===== src/hdl/assert_macros.svh =====
// ---------------------------------------------------------------------------
// Assertion macros shared by the cipher RTL.
// Every macro samples on clk_i and is off while rst_ni is low.
// ---------------------------------------------------------------------------
`ifndef ASSERT_MACROS_SVH
`define ASSERT_MACROS_SVH

// Same-cycle implication
`define ARBC_ASSERT_IMP(lbl, ante, cons, msg) \
  lbl: assert property (@(posedge clk_i) disable iff (!rst_ni) (ante) |-> (cons)) \
    else $error(msg);

// Next-cycle implication
`define ARBC_ASSERT_NXT(lbl, ante, cons, msg) \
  lbl: assert property (@(posedge clk_i) disable iff (!rst_ni) (ante) |=> (cons)) \
    else $error(msg);

`endif


===== src/hdl/arbc_pkg.sv =====
// ---------------------------------------------------------------------------
// arbc_pkg
// Types, constants and round functions of the AND-rotate CBC block cipher.
// ---------------------------------------------------------------------------
`default_nettype none

package arbc_pkg;

  localparam int unsigned WordW    = 64;
  localparam int unsigned BlkWords = 4;
  localparam int unsigned NumKeys  = 8;
  localparam int unsigned CfgIdxW  = 3;
  localparam int unsigned KeyCntW  = 4;
  localparam int unsigned RowW     = WordW * BlkWords;

  typedef logic [WordW-1:0] word_t;

  // Request kinds
  typedef enum logic [1:0] {
    KIND_EXPAND = 2'd0,
    KIND_IV     = 2'd1,
    KIND_ENC    = 2'd2,
    KIND_DEC    = 2'd3
  } kind_e;

  // Controller states
  typedef enum logic [1:0] {
    ST_IDLE   = 2'd0,
    ST_SCHED  = 2'd1,
    ST_RUN    = 2'd2,
    ST_FINISH = 2'd3
  } state_e;

  // Commands from the controller to the datapath
  typedef struct packed {
    logic load_sched;
    logic sched_step;
    logic load_iv;
    logic load_work;
    logic round;
    logic finish;
    logic dec;
  } cmd_t;

  // Key schedule start value
  localparam word_t SchedInit [NumKeys] = '{
    64'ha00f3050f2a18c8f, 64'h8268adc2d69397b9,
    64'hcfbbc9437bcd9379, 64'hbe4f3c1f65e2125d,
    64'h8275e501f230b8d5, 64'hf8882200cdb4f256,
    64'hbcf86e0d3dc199bb, 64'hf49868f3bbc76141
  };

  // Rotate left by a fixed amount (1..63)
  function automatic word_t rol64(input word_t a, input int unsigned n);
    return (a << n) | (a >> (WordW - n));
  endfunction

endpackage

`default_nettype wire


===== src/hdl/arbc_ctrl.sv =====
// ---------------------------------------------------------------------------
// arbc_ctrl
// Sequencer: decodes requests, counts schedule steps and rounds, drives the
// round key memory addresses and the output valid flag.
// ---------------------------------------------------------------------------
`default_nettype none
`include "assert_macros.svh"

module arbc_ctrl #(
  parameter int unsigned Rounds = 72,
  localparam int unsigned RndW  = (Rounds > 1) ? $clog2(Rounds) : 1
) (
  input  wire logic            clk_i,
  input  wire logic            rst_ni,
  input  wire logic            in_valid_i,
  input  wire logic [1:0]      in_kind_i,
  output      logic            in_ready_o,
  input  wire logic            out_ready_i,
  output      logic            out_valid_o,
  output      arbc_pkg::cmd_t  cmd_o,
  output      logic            ram_we_o,
  output      logic [RndW-1:0] ram_waddr_o,
  output      logic [RndW-1:0] ram_raddr_o
);

  localparam logic [RndW-1:0] LastStep = RndW'(Rounds - 1);

  arbc_pkg::state_e state_q, state_d;
  arbc_pkg::kind_e  kind;
  logic [RndW-1:0]  cnt_q, cnt_d;
  logic             dec_q, dec_d;
  logic             out_valid_q, out_valid_d;
  logic             accept;
  logic             last;

  assign kind       = arbc_pkg::kind_e'(in_kind_i);
  assign in_ready_o = (state_q == arbc_pkg::ST_IDLE);
  assign accept     = in_valid_i && in_ready_o;
  assign last       = (cnt_q == LastStep);

  // Next state and commands
  always_comb begin
    state_d     = state_q;
    cnt_d       = cnt_q;
    dec_d       = dec_q;
    cmd_o       = '0;
    ram_we_o    = 1'b0;
    ram_waddr_o = cnt_q;
    ram_raddr_o = '0;
    case (state_q)
      arbc_pkg::ST_IDLE: begin
        if (accept) begin
          case (kind)
            arbc_pkg::KIND_EXPAND: begin
              cmd_o.load_sched = 1'b1;
              cnt_d            = '0;
              state_d          = arbc_pkg::ST_SCHED;
            end
            arbc_pkg::KIND_IV: begin
              cmd_o.load_iv = 1'b1;
            end
            arbc_pkg::KIND_ENC: begin
              cmd_o.load_work = 1'b1;
              dec_d           = 1'b0;
              cnt_d           = '0;
              ram_raddr_o     = '0;
              state_d         = arbc_pkg::ST_RUN;
            end
            arbc_pkg::KIND_DEC: begin
              cmd_o.load_work = 1'b1;
              cmd_o.dec       = 1'b1;
              dec_d           = 1'b1;
              cnt_d           = '0;
              ram_raddr_o     = LastStep;
              state_d         = arbc_pkg::ST_RUN;
            end
            default: begin
              state_d = arbc_pkg::ST_IDLE;
            end
          endcase
        end
      end
      arbc_pkg::ST_SCHED: begin
        // One schedule step and one round key row per cycle
        cmd_o.sched_step = 1'b1;
        ram_we_o         = 1'b1;
        if (last) begin
          state_d = arbc_pkg::ST_IDLE;
        end else begin
          cnt_d = cnt_q + 1'b1;
        end
      end
      arbc_pkg::ST_RUN: begin
        // Apply this round, fetch the key row of the next one
        cmd_o.round = 1'b1;
        cmd_o.dec   = dec_q;
        if (last) begin
          state_d = arbc_pkg::ST_FINISH;
        end else begin
          cnt_d       = cnt_q + 1'b1;
          ram_raddr_o = dec_q ? (LastStep - (cnt_q + 1'b1)) : (cnt_q + 1'b1);
        end
      end
      arbc_pkg::ST_FINISH: begin
        // Hold until the output register is free
        if (!out_valid_q || out_ready_i) begin
          cmd_o.finish = 1'b1;
          cmd_o.dec    = dec_q;
          state_d      = arbc_pkg::ST_IDLE;
        end
      end
      default: begin
        state_d = arbc_pkg::ST_IDLE;
      end
    endcase
  end

  // Output valid: set on finish, drop once taken
  always_comb begin
    if (cmd_o.finish) begin
      out_valid_d = 1'b1;
    end else if (out_ready_i) begin
      out_valid_d = 1'b0;
    end else begin
      out_valid_d = out_valid_q;
    end
  end

  assign out_valid_o = out_valid_q;

  always_ff @(posedge clk_i or negedge rst_ni) begin
    if (!rst_ni) begin
      state_q     <= arbc_pkg::ST_IDLE;
      cnt_q       <= '0;
      dec_q       <= 1'b0;
      out_valid_q <= 1'b0;
    end else begin
      state_q     <= state_d;
      cnt_q       <= cnt_d;
      dec_q       <= dec_d;
      out_valid_q <= out_valid_d;
    end
  end

  `ARBC_ASSERT_IMP(a_cnt_range, state_q != arbc_pkg::ST_IDLE, cnt_q <= LastStep, "step count out of range")
  `ARBC_ASSERT_NXT(a_cipher_start, accept && (kind == arbc_pkg::KIND_ENC || kind == arbc_pkg::KIND_DEC), state_q == arbc_pkg::ST_RUN && cnt_q == '0, "cipher request did not start rounds")
  `ARBC_ASSERT_NXT(a_run_to_finish, state_q == arbc_pkg::ST_RUN && last, state_q == arbc_pkg::ST_FINISH, "last round did not reach finish")
  `ARBC_ASSERT_NXT(a_finish_valid, cmd_o.finish, out_valid_q, "finished block not presented")

endmodule

`default_nettype wire


===== config.mk =====
export PLATFORM = sky130hd
export DESIGN_NAME = arbc_ctrl
export DESIGN_NICKNAME = d
export VERILOG_FILES = /design/src/hdl/arbc_pkg.sv /design/src/hdl/arbc_ctrl.sv
export VERILOG_INCLUDE_DIRS = /design/src /design/src/hdl
export SDC_FILE = /design/constraint.sdc
export NUM_CORES = 1
export LEC_CHECK = 0
export ABC_CLOCK_PERIOD_IN_PS = 2300
export BUFFER_PORTS_ARGS = -buffer_cell sky130_fd_sc_hd__buf_2
export CORE_UTILIZATION = 45
export CTS_BUF_LIST = sky130_fd_sc_hd__clkbuf_4 sky130_fd_sc_hd__clkbuf_8 sky130_fd_sc_hd__clkbuf_16
export DETAILED_ROUTE_END_ITERATION = 8
export PLACE_DENSITY = 0.71
export SYNTH_ARGS = -nofsm -noshare
export SYNTH_HDL_FRONTEND = slang
export SYNTH_SLANG_ARGS = --single-unit
export TNS_END_PERCENT = 50

===== constraint.sdc =====
create_clock -name clk_i -period 2.3 [get_ports clk_i]
set_input_delay 0 -clock clk_i [delete_from_list [all_inputs] [get_ports clk_i]]
set_output_delay 0 -clock clk_i [all_outputs]
set_load 0.1 [all_outputs]

==> flow_summary_export.csv <==
group,metric,value,unit
synth,synth_cell_types,29,
floorplan,rows,15,
synth,synth_nets,113,
global_routing,grt_util_met2,27.83,%
finish,drive_above_1_share,46.56,%
timing,fin_crit_sh,95.50,%
critical_path,worstSetupPathType,"reg2out",
critical_path,worstReg2RegStart,"ram_waddr_o[0]",
cts,cts_sinks,11,
timing,setup-tns-final,0,ps
critical_path,crit_path_end_kind,"primary output",
floorplan,fp.dieH,45.29,µm
floorplan,io_pins,30,
global_routing,grt_max_degree,12,
place,dpl_cell_area,1162,µm²
cts,cts.clk_slew.worst_paths,60,ps
critical_path,crit_fanout,8,
global_routing,antenna_found_initial,0,
routing,routedWlPerCell,12.26,µm
cts,clock_latency,260,ps
place,dp_hpwl,1525,µm
cts,cts_inserted_buffers,3,
cts,tritoncts,"built",
power,leakage,0.5334,nW
global_routing,use_met1,32.74,%
timing,slew-limit-headroom,67.87,%
timing,post-route-min-period,2197,ps
synth,yosysSeqAreaShare,32.64,%
run,drv_cap,0,
finish,num_antenna_cells,0,
synth,yosysTopAreaCellShare,32.64,%
floorplan,dieArea,2051,µm²
timing,rsz0062_at_grt,"no",
critical_path,reg2reg_slack,320,ps
place,dp_cells,151,
critical_path,crit_required,2300,ps
routing,route.vias.total,776,
power,pwr_density_cell,279.6,nW/µm²
global_routing,busiest_layer,"met1",
timing,fmax,0.4553,GHz
critical_path,arrival,2200,ps
min_path,hold_path_end,"out_valid_o",
place,port_buffers,29,
synth,synth_top_cell_by_area,"dfrtp_1",
routing,ant_nets,0,
synth,yosys_warnings,0,
routing,vias_per_cell,4.974,
synth,ys_ff_latch,11,
synth,syn-instance-count,100,
timing,final_hold_viol_count,0,
global_routing,grt_use_met3,1.200,%
finish,final_area,1221,µm²
finish,final_cell_mix,"27 x buf_2, 11 x nand2_1, 9 x o21ai_0, 6 x inv_1, 6 x nor2_1",
critical_path,rr_worst_depth,6,
critical_path,timing.rr.end,"ram_waddr_o[2]",
floorplan,die_x,45.29,µm
timing,final_max_slew_viol_count,0,
min_path,hold_class,"in2reg",
power,irDropWorstVdd,0.2811,mV
global_routing,grt_pass1_wl,2980,µm
timing,fin_skew,0.3351,ps
outcome,status,"complete, no violations",
routing,routed_wl,1913,µm
floorplan,core-area,1745,µm²
critical_path,worstSetupStartpointType,"register",
finish,finalNonFillerCells,156,
cts,htree_num_levels,1,
timing,worst_slew_pin_slew,485.4,ps
synth,synth_area_leaders,"dfrtp_1 33%, ha_1 10%, o21ai_0 7.1%, nand2_1 5.8%, xnor2_1 5.2%",
timing,setup_viol,0,
global_routing,grt_overflow,0,
synth,synth_area,843.3,µm²
place,gp_congestion,0.7833,
finish,layout_commonest_cell,"buf_2",
floorplan,initial_utilization,48.32,%
finish,area_delta_synth_final,44.81,%
cts,ctsRootBufferMaster,"clkbuf_4",
min_path,hold_path_startpoint,"out_ready_i",
routing,drc,0,
min_path,hold_depth,3,
global_routing,grt_pass1_vias,641,
global_routing,grt_usage,20.19,%
synth,syn_area_per_cell,8.433,µm²
cts,clock_path_buffers,2,
routing,dr.pass1.iters,4,
finish,nNetsFinal,145,
routing,drtIter0Drc,11,
area by class of cell:
| cell class | count | area [µm²] |
|---|---|---|
| tap | 25 | 31.28 |
| multi-input combinational | 79 | 656.9 |
| fill | 150 | 524.3 |
| timing repair buffer | 31 | 192.7 |
| sequential | 11 | 287.8 |
| inverter | 6 | 22.52 |
| clock buffer | 4 | 30.03 |
stage by stage:
stage                     total power, W  setup WS, ps  hold slack, ps  utilization [%]
after CTS                      0.0003454         8.023           50.14            69.32
after global placement         0.0002080         266.4          -123.3            66.60
final                          0.0003414         103.5           56.26            69.96
after global routing           0.0003529         14.63           76.18            69.96
after detailed placement       0.0002083         279.6          -121.0            66.60
after floorplan                0.0001984         3.718          -295.6                -
worst max-delay path, stage by stage (launching register included):
cell and delay [ps]:
dfrtp_4 440, ha_2 230, nand2_1 100, or4_4 550, nand2_8 160, nand4b_1 170, nand3_4 90, buf_12 180
registers in the layout, summed over array words and instances, names as in the netlist:
name         count
out_valid_o      1
dec_q            1
ram_waddr_o      7
state_q          2
worst max path at each step:
stage | start | end | slack, ps
6_report | ram_waddr_o[0] | ram_raddr_o[6] | 100
3_5_place_dp | ram_waddr_o[0] | ram_raddr_o[4] | 280
4_1_cts | ram_waddr_o[0] | ram_raddr_o[6] | 8
2_1_floorplan | state_q[0] | cmd_o[4] | 4
3_3_place_gp | ram_waddr_o[0] | ram_raddr_o[4] | 270
5_1_grt | ram_waddr_o[0] | ram_raddr_o[6] | 10
kinds of logic (layout without fill, tap and decap cells):
kind of cell    Yosys count  count (layout)  synth area share [%]
simple gates             40              40                 23.29
xor+xnor                  9               9                 9.347
flops                    11              11                 32.64
fa+ha+maj                 7               7                 10.39
buf+inv                  10              41                 5.341
mux                       1               1                 1.187
compound gates           22              22                 17.80
routing by layer:
layer,up-vias,routed length [µm]
met4,0,12
met5,-,0
met2,25,825
met3,2,80
li1,400,-
met1,349,994
power by group:
part / internal [W] / switching (W) / total, W
sequential: 0.000193 / 0.0000000000000000000404 / 0.000193
combinational: 0.00000506 / 0.00000731 / 0.0000124
clock: 0.0000787 / 0.0000570 / 0.000136
cells in the mapped netlist:
library cell	n
o2bb2ai_1	1
buf_4	2
ha_1	7
or2b_1	1
a211o_1	1
nor2_1	9
nand4b_1	1
o21bai_1	1
clkbuf_1	2
a21oi_1	3
o211ai_1	1
nand2b_1	4
nand2_1	13
nor3_1	1
xnor2_1	5
dfrtp_1	11
nand3_1	5
mux2i_1	1
o221a_2	1
xor2_1	4
or2_2	1
o21ai_0	12
or4_4	1
inv_1	6
and3_1	2
o211ai_4	1
and2_1	1
a21bo_2	1
nor4_1	1
what timing repair did:
action,4_1_cts,5_1_grt
resized for setup,1,2
hold buffers,1,0
endpoints found under the setup margin,1,2
buffers inserted,0,0
hold endpoints to repair,11,0
Power figures use the tool's default switching activity.
