--- config.mk ---
export PLATFORM = sky130hd
export DESIGN_NAME = arbc_dp
export DESIGN_NICKNAME = d
export VERILOG_FILES = /design/src/hdl/assert_macros.svh /design/src/hdl/arbc_pkg.sv /design/src/hdl/arbc_dp.sv
export SDC_FILE = /design/constraint.sdc
export NUM_CORES = 2
export LEC_CHECK = 0
export BUFFER_PORTS_ARGS = -buffer_cell sky130_fd_sc_hd__buf_4
export CAP_MARGIN = 20
export CORE_MARGIN = 5
export CORE_UTILIZATION = 40
export CTS_CLUSTER_DIAMETER = 60
export DETAILED_ROUTE_END_ITERATION = 10
export PLACE_DENSITY = 0.58
export SYNTH_ARGS = -nofsm -noshare
export SYNTH_HDL_FRONTEND = slang
export SYNTH_SLANG_ARGS = --single-unit
--- constraint.sdc ---
create_clock -name clk_i -period 1.5 [get_ports clk_i]
set_input_delay 0.075 -clock clk_i [delete_from_list [all_inputs] [get_ports clk_i]]
set_output_delay 0.075 -clock clk_i [all_outputs]
set_load 0.005 [all_outputs]
--- src/hdl/assert_macros.svh ---
// ---------------------------------------------------------------------------
// Assertion macros shared by the cipher RTL.
// Every macro samples on clk_i and is off while rst_ni is low.
// ---------------------------------------------------------------------------
`ifndef ASSERT_MACROS_SVH
`define ASSERT_MACROS_SVH

// Same-cycle implication
`define ARBC_ASSERT_IMP(lbl, ante, cons, msg) \
  lbl: assert property (@(posedge clk_i) disable iff (!rst_ni) (ante) |-> (cons)) \
    else $error(msg);

// Next-cycle implication
`define ARBC_ASSERT_NXT(lbl, ante, cons, msg) \
  lbl: assert property (@(posedge clk_i) disable iff (!rst_ni) (ante) |=> (cons)) \
    else $error(msg);

`endif

--- src/hdl/arbc_pkg.sv ---
// ---------------------------------------------------------------------------
// arbc_pkg
// Types, constants and round functions of the AND-rotate CBC block cipher.
// ---------------------------------------------------------------------------
`default_nettype none

package arbc_pkg;

  localparam int unsigned WordW    = 64;
  localparam int unsigned BlkWords = 4;
  localparam int unsigned NumKeys  = 8;
  localparam int unsigned CfgIdxW  = 3;
  localparam int unsigned KeyCntW  = 4;
  localparam int unsigned RowW     = WordW * BlkWords;

  typedef logic [WordW-1:0] word_t;

  // Request kinds
  typedef enum logic [1:0] {
    KIND_EXPAND = 2'd0,
    KIND_IV     = 2'd1,
    KIND_ENC    = 2'd2,
    KIND_DEC    = 2'd3
  } kind_e;

  // Controller states
  typedef enum logic [1:0] {
    ST_IDLE   = 2'd0,
    ST_SCHED  = 2'd1,
    ST_RUN    = 2'd2,
    ST_FINISH = 2'd3
  } state_e;

  // Commands from the controller to the datapath
  typedef struct packed {
    logic load_sched;
    logic sched_step;
    logic load_iv;
    logic load_work;
    logic round;
    logic finish;
    logic dec;
  } cmd_t;

  // Key schedule start value
  localparam word_t SchedInit [NumKeys] = '{
    64'ha00f3050f2a18c8f, 64'h8268adc2d69397b9,
    64'hcfbbc9437bcd9379, 64'hbe4f3c1f65e2125d,
    64'h8275e501f230b8d5, 64'hf8882200cdb4f256,
    64'hbcf86e0d3dc199bb, 64'hf49868f3bbc76141
  };

  // Rotate left by a fixed amount (1..63)
  function automatic word_t rol64(input word_t a, input int unsigned n);
    return (a << n) | (a >> (WordW - n));
  endfunction

endpackage

`default_nettype wire

--- src/hdl/arbc_dp.sv ---
// ---------------------------------------------------------------------------
// arbc_dp
// Datapath: key registers, key schedule register, one shared round unit,
// CBC chain and saved ciphertext, output block register.
// ---------------------------------------------------------------------------
`default_nettype none

module arbc_dp (
  input  wire logic                            clk_i,
  input  wire logic                            rst_ni,
  input  wire arbc_pkg::cmd_t                  cmd_i,
  input  wire arbc_pkg::word_t                 word_0_i,
  input  wire arbc_pkg::word_t                 word_1_i,
  input  wire arbc_pkg::word_t                 word_2_i,
  input  wire arbc_pkg::word_t                 word_3_i,
  input  wire logic [arbc_pkg::KeyCntW-1:0]    key_words_i,
  input  wire logic                            cfg_we_i,
  input  wire logic [arbc_pkg::CfgIdxW-1:0]    cfg_idx_i,
  input  wire arbc_pkg::word_t                 cfg_data_i,
  input  wire logic [arbc_pkg::RowW-1:0]       ram_rdata_i,
  output      logic [arbc_pkg::RowW-1:0]       ram_wdata_o,
  output      arbc_pkg::word_t                 out_0_o,
  output      arbc_pkg::word_t                 out_1_o,
  output      arbc_pkg::word_t                 out_2_o,
  output      arbc_pkg::word_t                 out_3_o
);

  localparam int unsigned NK = arbc_pkg::NumKeys;
  localparam int unsigned NB = arbc_pkg::BlkWords;
  localparam int unsigned WW = arbc_pkg::WordW;

  arbc_pkg::word_t key_q    [NK];
  arbc_pkg::word_t sched_q  [NK];
  arbc_pkg::word_t sched_d  [NK];
  arbc_pkg::word_t sched_ld [NK];
  arbc_pkg::word_t sr       [NK];
  arbc_pkg::word_t chain_q  [NB];
  arbc_pkg::word_t saved_q  [NB];
  arbc_pkg::word_t work_q   [NB];
  arbc_pkg::word_t out_q    [NB];
  arbc_pkg::word_t in_blk   [NB];
  arbc_pkg::word_t rk       [NB];
  arbc_pkg::word_t enc_d    [NB];
  arbc_pkg::word_t dec_d    [NB];
  logic [arbc_pkg::KeyCntW-1:0] kw_sat;

  assign in_blk[0] = word_0_i;
  assign in_blk[1] = word_1_i;
  assign in_blk[2] = word_2_i;
  assign in_blk[3] = word_3_i;

  // Clamp key word count at eight
  assign kw_sat = (key_words_i > arbc_pkg::KeyCntW'(NK)) ? arbc_pkg::KeyCntW'(NK)
                                                        : key_words_i;

  // Schedule start: constants with the first key words mixed in
  always_comb begin
    for (int i = 0; i < NK; i++) begin
      sched_ld[i] = arbc_pkg::SchedInit[i] ^
                    ((arbc_pkg::KeyCntW'(i) < kw_sat) ? key_q[i] : '0);
    end
  end

  // One schedule step; round key row = low half XOR high half
  always_comb begin
    for (int i = 0; i < NK; i++) begin
      sr[i] = sched_q[i];
    end
    sr[0] = sr[0] ^ (~arbc_pkg::rol64(sr[4], 2) & arbc_pkg::rol64(sr[5], 3));
    sr[1] = sr[1] ^ (~sr[5] & arbc_pkg::rol64(sr[4], 6));
    sr[2] = sr[2] ^ (~arbc_pkg::rol64(sr[7], 4) & sr[6]);
    sr[3] = sr[3] ^ (~arbc_pkg::rol64(sr[6], 11) & arbc_pkg::rol64(sr[7], 8));
    sr[4] = sr[4] ^ sr[7];
    sr[5] = sr[5] ^ sr[4];
    sr[6] = sr[6] ^ sr[5];
    sr[7] = sr[7] ^ sr[6];
    for (int j = 0; j < NB; j++) begin
      ram_wdata_o[WW*j +: WW] = sr[j] ^ sr[j+4];
      sched_d[j]              = sr[j+4];
      sched_d[j+4]            = sr[j];
    end
  end

  // Shared round unit, forward and inverse
  always_comb begin
    arbc_pkg::word_t m0, m1, c0, c1, c2, c3;
    for (int j = 0; j < NB; j++) begin
      rk[j] = ram_rdata_i[WW*j +: WW];
    end
    // Forward: mix, add key, swap halves
    m0 = work_q[0] ^ (~arbc_pkg::rol64(work_q[2], 3) & arbc_pkg::rol64(work_q[3], 7));
    m1 = work_q[1] ^ (~work_q[3] & arbc_pkg::rol64(work_q[2], 13));
    enc_d[0] = work_q[2] ^ rk[2];
    enc_d[1] = work_q[3] ^ rk[3];
    enc_d[2] = m0 ^ rk[0];
    enc_d[3] = m1 ^ rk[1];
    // Inverse: swap halves, add key, mix
    c0 = work_q[2] ^ rk[0];
    c1 = work_q[3] ^ rk[1];
    c2 = work_q[0] ^ rk[2];
    c3 = work_q[1] ^ rk[3];
    dec_d[0] = c0 ^ (~arbc_pkg::rol64(c2, 3) & arbc_pkg::rol64(c3, 7));
    dec_d[1] = c1 ^ (~c3 & arbc_pkg::rol64(c2, 13));
    dec_d[2] = c2;
    dec_d[3] = c3;
  end

  // Key registers and chain value
  always_ff @(posedge clk_i or negedge rst_ni) begin
    if (!rst_ni) begin
      for (int i = 0; i < NK; i++) begin
        key_q[i] <= '0;
      end
      for (int j = 0; j < NB; j++) begin
        chain_q[j] <= '0;
      end
    end else begin
      if (cfg_we_i) begin
        key_q[cfg_idx_i] <= cfg_data_i;
      end
      for (int j = 0; j < NB; j++) begin
        if (cmd_i.load_iv) begin
          chain_q[j] <= in_blk[j];
        end else if (cmd_i.finish) begin
          chain_q[j] <= cmd_i.dec ? saved_q[j] : work_q[j];
        end
      end
    end
  end

  // Schedule, work block, saved ciphertext and output block
  always_ff @(posedge clk_i) begin
    for (int i = 0; i < NK; i++) begin
      if (cmd_i.load_sched) begin
        sched_q[i] <= sched_ld[i];
      end else if (cmd_i.sched_step) begin
        sched_q[i] <= sched_d[i];
      end
    end
    for (int j = 0; j < NB; j++) begin
      if (cmd_i.load_work) begin
        work_q[j] <= cmd_i.dec ? in_blk[j] : (in_blk[j] ^ chain_q[j]);
        if (cmd_i.dec) begin
          saved_q[j] <= in_blk[j];
        end
      end else if (cmd_i.round) begin
        work_q[j] <= cmd_i.dec ? dec_d[j] : enc_d[j];
      end
      if (cmd_i.finish) begin
        out_q[j] <= cmd_i.dec ? (work_q[j] ^ chain_q[j]) : work_q[j];
      end
    end
  end

  assign out_0_o = out_q[0];
  assign out_1_o = out_q[1];
  assign out_2_o = out_q[2];
  assign out_3_o = out_q[3];

endmodule

`default_nettype wire

==> metrics.yaml <==
hpwlAfterDp_um: 349200
violations: "negative setup slack"
wl_per_cell_um: 28.11
htree_levels: 5
finalCritPeriodShare: 1.673
cts_inserted_buffers: 263
initial_utilization: 0.4008
die_x_um: 533.0
num_vias: 93581
start_kind: "register"
cp-end-kind: "output pin"
gp_congestion: 0.9535
fin_cells: 17159
die-area_um2: 284000
cp_common_cell: "buf_4"
grt_antenna_before_repair: 108
power.total_mw: 246.3
maxSlewHeadroom: 0.5469
place_ws_ns: -0.5621
ys_types: 44
async_flop_share: 0.3750
clockBufferDepth: 4
seq_area_frac_synth: 0.5271
core_um2: 272900
status: "finished with violations"
hp-class: "primary input to register"
critPathMaxStageDelay_ns: 0.51
ys_seq_elements: 2048
numPortBuffers: 1104
synth_top_area_share: 0.3514
synth-edff-count: 1280
area_growth_syn_to_layout_pct: 50.90
hold_slack_ns: 0.03604
first_global_vias: 92649
synthesis.area_um2: 109400
track_usage: 0.3247
rows: 192
clk-insertion-delay-late_ns: 0.89
clk_pin_slew_ns: 0.06
fin_nets: 13878
arrival_ns: 2.43
setup_viol_count_final: 454
yosysWarnings: 0
cp_cell_sequence: "buf_4, nor2_1, xor2_1, xnor2_1, buf_4, buf_6"
finClkSkew_ns: 0.04482
drt_iter0_drc: 9005
die_y_um: 533.0
critPathMaxFanout: 3
syn_nets: 10345
avgSynthCellArea_um2: 11.22
dr.pass1.iters: 6
synth_most_common_cell: "xnor2_1"
dp.cells: 15316
tightest_slew_ns: 0.6797
rsz0062_at_grt: "true"
cts_tree: "yes"
critPathRequiredTime_ns: 1.42
slowest_stage: "edfxtp_1"
drt_wl_total_um: 482300
ant_nets: 0
dpl_cell_area_um2: 133600
grt_max_degree: 91
clock.fmax_mhz: 398.5
design_area_um2: 165100
maxCapViolCount: 0
finalWorstSetupSlack_ns: -1.009
yosys_most_used_dff: "edfxtp_1"
drive_above_1_share: 0.3671
io_pins: 1105
synth_common_cells: "xnor2_1 (1452), nand2_1 (1316), edfxtp_1 (1280)"
path_buf_inv: 3
path_delay_family: "flip-flops"
yosysTopAreaCell: "edfxtp_1"
synth_area_leaders: "edfxtp_1 (35%), dfrtp_1 (18%), xnor2_1 (12%)"
syn_inst: 9752
viasPerCell: 5.454
drc: 0
power.density_nw_per_um2: 1492
grt_first_pass_wirelength_um: 676900
final.setup.tns_ns: -229.34
fin_crit_ns: 2.509
finalHoldViolations: 0
cts-root-buf: "clkbuf_16"
ir_drop_mv: 1.670
cts.sinks: 2048
gr-total-overflow: 0
utilization: 0.6049
p_leak_nw: 67.52
critPathKind: "register to output pin"
final_max_slew_viol_count: 0
registers in the layout, summed over array words and instances, names as in the netlist:
register and cells:
saved_q 256, out_q 256, sched_q 512, chain_q 256
key_q 512, work_q 256
area by class of cell:
class                           instances  area (um2)
Tap cell                             3589        4491
Sequential cell                      2048       57660
Timing Repair Buffer                 3925       36650
Inverter                               19       73.82
Clock inverter                        105        1017
Clock buffer                          369        7440
Multi-Input combinational cell       7028       57560
Fill cell                           21453      107800
Antenna cell                           76       190.2
cells by family (layout without fill, tap and decap cells):
logic type / after synthesis / after routing / synth area share
AO/OA/AOI/OAI: 1474 / 1474 / 0.08065
buffers and inverters: 677 / 4418 / 0.02914
flip-flops: 2048 / 2048 / 0.5271
XOR/XNOR: 1990 / 1990 / 0.1593
multiplexers: 874 / 874 / 0.08583
AND/OR/NAND/NOR: 2689 / 2690 / 0.1180
other: 0 / 76 / 0
cells in the final DEF, fill, tap and decap left out, drive strengths merged, types with 3 or more instances in the layout:
cell type    count
and4            11
nand2         1316
bufinv          12
mux2           512
dlygate4sd3    817
dfrtp          768
nor3b          114
o211ai         144
inv             32
nor3           126
or3            117
edfxtp        1280
nor2b          376
o22ai          117
nand2b         248
a2111oi         11
xor2           538
o21ai          717
nand3          144
clkinvlp         7
a31oi           32
clkbuf         371
xnor2         1452
nand4b           3
and3            12
nor4            16
a21oi          162
a22oi          218
a22o            73
nor2           202
buf           3102
clkinv          73
diode           76
mux2i          362
per-layer routing:
| metal | global-route usage | vias to the layer above | routed length, um |
|---|---|---|---|
| met5 | 0 | - | 258 |
| li1 | - | 41028 | - |
| met3 | 0.05895 | 976 | 38400 |
| met2 | 0.5289 | 4411 | 227800 |
| met1 | 0.4145 | 47124 | 186300 |
| met4 | 0.1687 | 42 | 29560 |
what timing repair did:
item                       in CTS  in global routing
setup endpoints to repair     638                710
pin swaps                     514                476
hold buffers                  824                  1
cloned                          0                  2
hold endpoints to repair     2520                 10
setup buffers                 343                227
gates resized for setup      1282                584
worst paths after layout:
path | startpoint | endpoint | slack (ns) | cells past startpoint
max | sched_q[1][27] | ram_wdata_o[97] | -1.01 | 6
min | cfg_idx_i[2] | key_q[382] | 0.04 | 5
max reg2reg | sched_q[1][18] | sched_q[1][20] | -0.33 | 10
min reg2reg | key_q[203] | key_q[203] | 0.49 | 1
max in group asynchronous | rst_ni | key_q[186] | 0.21 | 6
min in group asynchronous | rst_ni | key_q[359] | 0.32 | 4
worst register-to-register path, stage by stage, from the launching register on:
cell	delay, ns
edfxtp_1	0.42
buf_6	0.16
buf_6	0.11
nor2b_4	0.16
xnor2_4	0.11
buf_6	0.13
buf_4	0.12
buf_4	0.12
buf_4	0.12
buf_4	0.12
a22oi_2	0.10
power breakdown:
part / internal (mW) / switching (mW)
Clock: 36.9 / 26.3
Sequential: 71.3 / 7.45
Combinational: 55.6 / 48.7
Total: 164 / 82.4
Power figures use the tool's default switching activity.
